==> config.mk <==
export PLATFORM = sky130hd
export DESIGN_NAME = euler_totient_top
export DESIGN_NICKNAME = d
export VERILOG_FILES = /design/src/design/et_pkg.sv /design/src/design/euler_totient_top.sv
export SDC_FILE = /design/constraint.sdc
export NUM_CORES = 2
export LEC_CHECK = 0
export ABC_AREA = 1
export BUFFER_PORTS_ARGS = -buffer_cell sky130_fd_sc_hd__buf_2
export CORE_MARGIN = 5
export CORE_UTILIZATION = 32
export DETAILED_ROUTE_END_ITERATION = 8
export SYNTH_ARGS = -nofsm -noshare
export SYNTH_HDL_FRONTEND = slang
export SYNTH_SLANG_ARGS = --single-unit
==> constraint.sdc <==
create_clock -name aclk -period 17.95 [get_ports aclk]
set_clock_uncertainty 0.05 [all_clocks]
set_input_delay 2.6925 -clock aclk [delete_from_list [all_inputs] [get_ports aclk]]
set_output_delay 2.6925 -clock aclk [all_outputs]
set_load 0.01 [all_outputs]
==> src/design/et_pkg.sv <==
`timescale 1ns / 1ps
// ----------------------------------------------------------------------------
// et_pkg
// Shared types and constants for the totient block.
// ----------------------------------------------------------------------------
package et_pkg;

    localparam int VALUE_BITS_DEF = 26;
    localparam int FIELD_W        = 26;
    localparam int TDATA_W        = 32;

    typedef enum logic [2:0] {
        ST_IDLE,
        ST_SQUARE,
        ST_DIV,
        ST_CHECK,
        ST_FINAL
    } state_t;

endpackage

==> src/design/euler_totient_top.sv <==
`timescale 1ns / 1ps
// ----------------------------------------------------------------------------
// euler_totient_top
// Euler's totient by trial division, bit-serial divider under a sequencer.
// ----------------------------------------------------------------------------
//  channel | dir | tdata (low bit up)       | tuser
//  s_      | in  | value_in[25:0], zeros    | -
//  m_      | out | totient[25:0], zeros     | bad_input
//
//  Divisors run 2, 3, 5, 7, ... until d*d exceeds the remaining value.
//  Each divisor is tried with ST_SQUARE, ST_DIV and ST_CHECK in the shared
//  restoring divider, and after a hit ST_CHECK goes back to ST_DIV; zero is
//  answered straight from idle.
//  Synchronous active-low reset clears the sequencer and output valid.
//  s_tready stays low from acceptance until the result has been taken.
// ----------------------------------------------------------------------------
module euler_totient_top #(
    parameter int VALUE_BITS = et_pkg::VALUE_BITS_DEF
) (
    input  logic                       aclk,
    input  logic                       aresetn,
    input  logic                       s_tvalid,
    output logic                       s_tready,
    input  logic [et_pkg::TDATA_W-1:0] s_tdata,   // value_in[25:0], zeros
    output logic                       m_tvalid,
    input  logic                       m_tready,
    output logic [et_pkg::TDATA_W-1:0] m_tdata,   // totient[25:0], zeros
    output logic                       m_tuser    // bad_input
);

    localparam int VB = VALUE_BITS;
    localparam int DW = VB / 2 + 2;
    localparam int CW = $clog2(VB + 1);

    et_pkg::state_t state_reg, state_next;

    logic [VB-1:0] rem_reg, rem_next;
    logic [VB-1:0] phi_reg, phi_next;
    logic [DW-1:0] d_reg, d_next;
    logic          hit_reg, hit_next;
    logic [VB-1:0] num_reg, num_next;
    logic [VB-1:0] quo_reg, quo_next;
    logic [VB:0]   acc_reg, acc_next;
    logic [CW-1:0] cnt_reg, cnt_next;
    logic          mval_reg, mval_next;
    logic [VB-1:0] tot_reg, tot_next;
    logic          bad_reg, bad_next;

    logic [VB-1:0]   value_in;
    logic [2*DW-1:0] d_sq;
    logic [VB:0]     shifted;
    logic [VB:0]     d_ext;
    logic [VB-1:0]   mul_op;
    logic [2*VB-1:0] product;

    assign value_in = s_tdata[VB-1:0];
    assign d_sq     = d_reg * d_reg;
    assign shifted  = {acc_reg[VB-1:0], num_reg[VB-1]};
    assign d_ext    = (VB + 1)'(d_reg);
    assign product  = phi_reg * mul_op;

    assign s_tready = (state_reg == et_pkg::ST_IDLE) && !mval_reg;
    assign m_tvalid = mval_reg;
    assign m_tdata  = et_pkg::TDATA_W'(tot_reg);
    assign m_tuser  = bad_reg;

    always_ff @(posedge aclk) begin
        if (!aresetn) begin
            state_reg <= et_pkg::ST_IDLE;
            mval_reg  <= 1'b0;
        end else begin
            state_reg <= state_next;
            mval_reg  <= mval_next;
        end
        rem_reg <= rem_next;
        phi_reg <= phi_next;
        d_reg   <= d_next;
        hit_reg <= hit_next;
        num_reg <= num_next;
        quo_reg <= quo_next;
        acc_reg <= acc_next;
        cnt_reg <= cnt_next;
        tot_reg <= tot_next;
        bad_reg <= bad_next;
    end

    always_comb begin
        state_next = state_reg;
        rem_next   = rem_reg;
        phi_next   = phi_reg;
        d_next     = d_reg;
        hit_next   = hit_reg;
        num_next   = num_reg;
        quo_next   = quo_reg;
        acc_next   = acc_reg;
        cnt_next   = cnt_reg;
        mval_next  = mval_reg;
        tot_next   = tot_reg;
        bad_next   = bad_reg;
        mul_op     = VB'(d_reg);

        if (mval_reg && m_tready) begin
            mval_next = 1'b0;
        end

        case (state_reg)
            et_pkg::ST_IDLE: begin
                if (s_tvalid && s_tready) begin
                    if (value_in == '0) begin
                        tot_next  = '0;
                        bad_next  = 1'b1;
                        mval_next = 1'b1;
                    end else begin
                        rem_next   = value_in;
                        phi_next   = VB'(1);
                        d_next     = DW'(2);
                        hit_next   = 1'b0;
                        state_next = et_pkg::ST_SQUARE;
                    end
                end
            end
            et_pkg::ST_SQUARE: begin
                if (d_sq > (2 * DW)'(rem_reg)) begin
                    state_next = et_pkg::ST_FINAL;
                end else begin
                    num_next   = rem_reg;
                    quo_next   = '0;
                    acc_next   = '0;
                    cnt_next   = CW'(VB);
                    state_next = et_pkg::ST_DIV;
                end
            end
            et_pkg::ST_DIV: begin
                num_next = {num_reg[VB-2:0], 1'b0};
                if (shifted >= d_ext) begin
                    acc_next = shifted - d_ext;
                    quo_next = {quo_reg[VB-2:0], 1'b1};
                end else begin
                    acc_next = shifted;
                    quo_next = {quo_reg[VB-2:0], 1'b0};
                end
                cnt_next = cnt_reg - CW'(1);
                if (cnt_reg == CW'(1)) begin
                    state_next = et_pkg::ST_CHECK;
                end
            end
            et_pkg::ST_CHECK: begin
                // first hit of a prime scales by p-1, further hits by p
                mul_op = hit_reg ? VB'(d_reg) : VB'(d_reg - DW'(1));
                if (acc_reg == '0) begin
                    rem_next   = quo_reg;
                    phi_next   = product[VB-1:0];
                    hit_next   = 1'b1;
                    num_next   = quo_reg;
                    quo_next   = '0;
                    cnt_next   = CW'(VB);
                    state_next = et_pkg::ST_DIV;
                end else begin
                    d_next     = (d_reg == DW'(2)) ? DW'(3) : d_reg + DW'(2);
                    hit_next   = 1'b0;
                    state_next = et_pkg::ST_SQUARE;
                end
            end
            et_pkg::ST_FINAL: begin
                mul_op = rem_reg - VB'(1);
                if (rem_reg > VB'(1)) begin
                    tot_next = product[VB-1:0];
                end else begin
                    tot_next = phi_reg;
                end
                bad_next   = 1'b0;
                mval_next  = 1'b1;
                state_next = et_pkg::ST_IDLE;
            end
            default: begin
                state_next = et_pkg::ST_IDLE;
            end
        endcase
    end

endmodule

==> results.json <==
{
  "status": "complete, no violations",
  "cts_setup_buffers": 0,
  "dr.pass1.iters": 6,
  "path_clk_slew_ps": 70,
  "worst_slack_ps": 8890,
  "clk_latency_ps": 490,
  "postSynthAreaPerCell_um2": 8.08,
  "layout.nets": 4123,
  "synthDistinctLibCells": 58,
  "drive_above_1_share_pct": 5.73,
  "syn2layout_area_growth_pct": 7.71,
  "yosys-top-cells-area": "fa_1 28%, edfxtp_1 19%, inv_1 12%",
  "r2r_slack_ps": 8890,
  "die_x_um": 305,
  "worst_path_most_repeated_cell": "nand2_1",
  "critPathSlowestCell": "edfxtp_1",
  "rsz0062_at_grt": "false",
  "num_rows": 108,
  "via_per_inst": 4.73,
  "synthArstFlopShare_pct": 0,
  "finalNonFillerCells": 4626,
  "yosysWarnings": 0,
  "r2r_end": "num_reg[21]$_DFFE_PP_",
  "setup_viol": 0,
  "period_minus_slack_ps": 9060,
  "synth_seq_area_share_pct": 19.6,
  "ant_nets": 0,
  "tns_ps": 0,
  "drc": 0,
  "final_common_cell": "inv_1",
  "end_kind": "flip-flop",
  "fmax_mhz": 110,
  "dpl_worst_slack_ps": 8890,
  "io_buffers": 58,
  "drt_wl_total_um": 77100,
  "max-clock-path-buffers": 2,
  "cts_hold_buffers": 0,
  "yosys.area.top_type": "fa_1",
  "postCtsResizedCells": 0,
  "drv_slew": 0,
  "design_area_um2": 30000,
  "grt_usage_pct": 16.8,
  "period_share_pct": 50.5,
  "worst_pin_slew_ps": 1140,
  "cts_sinks": 183,
  "cts_buffers": 17,
  "grt_pass1_vias": 22600,
  "vias": 21900,
  "crit_fanout": 56,
  "arrival_ps": 9120,
  "initial_core_util_pct": 32.2,
  "synthesis.area_um2": 27900,
  "critPathRequiredTime_ps": 18000,
  "post_dp_cell_area_um2": 29500,
  "relSlewSlack_pct": 24.2,
  "cts_htree_levels": 4,
  "grt_pass1_wl_um": 124000,
  "cpPeakStageDelay_ps": 600,
  "ff2ff_path_depth": 38,
  "largest_reg_flops": 27,
  "antenna_found_initial": 1,
  "synth_top_area_share_pct": 28.3,
  "min_path_type": "reg2reg",
  "start_kind": "flip-flop",
  "hold_viol": 0,
  "synth_ff_type": "edfxtp_1",
  "dieArea_um2": 93200,
  "syn_inst": 3452,
  "io_pins": 71,
  "worst-setup-path-type": "reg2reg",
  "ys_ff_latch": 183,
  "synth_edf_count": 179,
  "layout_common_cells": "868 x inv_1, 704 x nand2_1, 394 x fa_1, 301 x nor2_1, 236 x ha_1",
  "gp_congestion": 0.883,
  "grt_overflow": 0,
  "design.core.area_um2": 86600,
  "hold_path_end": "num_reg[10]$_DFFE_PP_",
  "hp-start": "num_reg[9]$_DFFE_PP_",
  "tritoncts": "yes",
  "wl_per_cell_um": 16.7,
  "drv_cap": 0,
  "dp_cells": 4593,
  "die_y_um": 305,
  "dp_hpwl_um": 61600,
  "drtIter0Drc": 1628,
  "timing.rr.start": "d_reg[10]$_SDFFCE_PP0P_",
  "cts-root-buf": "clkbuf_16",
  "grt_max_degree": 57,
  "hold_path_depth": 2
}
## critical path, delay by kind of cell (launching register included)
family | cells | cell delay, ps
flip-flops | 1 | 600
buffers and inverters | 11 | 1380
adder cells (fa/ha/maj) | 8 | 3730
AND/OR/NAND/NOR | 14 | 1530
AO/OA/AOI/OAI | 4 | 870
XOR/XNOR | 1 | 470
## metrics by stage
| step | hold slack (ps) | util (%) |
|---|---|---|
| floorplan | 453 | - |
| global placement | 472 | 34.0 |
| detailed placement | 488 | 34.0 |
| CTS | 506 | 34.7 |
| global route | 529 | 34.7 |
| finish | 505 | 34.7 |
## worst max path at each step
stage / start / end
6_report: d_reg[10]$_SDFFCE_PP0P_ / num_reg[21]$_DFFE_PP_
5_1_grt: d_reg[6]$_SDFFCE_PP0P_ / tot_reg[25]$_SDFFCE_PP0P_
4_1_cts: d_reg[6]$_SDFFCE_PP0P_ / tot_reg[25]$_SDFFCE_PP0P_
3_5_place_dp: d_reg[6]$_SDFFCE_PP0P_ / tot_reg[25]$_SDFFCE_PP0P_
3_3_place_gp: d_reg[10]$_SDFFCE_PP0P_ / num_reg[22]$_DFFE_PP_
2_1_floorplan: d_reg[2]$_SDFFCE_PP0P_ / acc_reg[0]$_SDFFCE_PN0P_
## cells by family (layout without fill, tap and decap cells)
group	count (synthesis)	count (layout)	synth area share, %
adders and majority gates	630	630	38.9
and+or+nand+nor	1227	1227	18.3
DFF	183	183	19.6
other	1	7	0.0134
xor gates and xnor gates	89	89	2.79
buffers and inverters	1004	1017	13.8
AOI/OAI and AO/OA	318	318	6.64
## layout make-up
cell class                 count  area, µm²
fill                        9053      56600
multi-input combinational   2270      18600
sequential                   183       5460
inverter                     890       3350
tap                         1155       1450
timing repair buffer          95        568
clock buffer                  18        429
clock inverter                14        159
antenna                        1       2.50
## synthesized netlist by cell type, drive strengths merged (3+ instances only)
library cell	n
nand3	109
a211oi	4
a21oi	127
nand3b	7
a21o	6
dfxtp	4
inv	884
o211ai	38
nor4	19
fa	394
buf	39
nor2	318
nand4	27
edfxtp	179
a31oi	10
clkinv	6
o31ai	3
xor2	47
ha	236
a21boi	9
nand2	721
o21ai	102
nor3	17
xnor2	42
clkbuf	75
or2	5
o21bai	8
o21a	4
## routing by layer
layer,wire length (µm),up-vias,GRT usage [%]
met1,34200,10700,22.8
met3,5400,138,3.39
met4,2830,0,5.59
met2,34700,646,27.2
li1,-,10500,-
met5,0,-,0
Power is left out: the tool's default activity adds up to more than one toggle a clock period on the data nets, which glitch-free logic cannot reach.
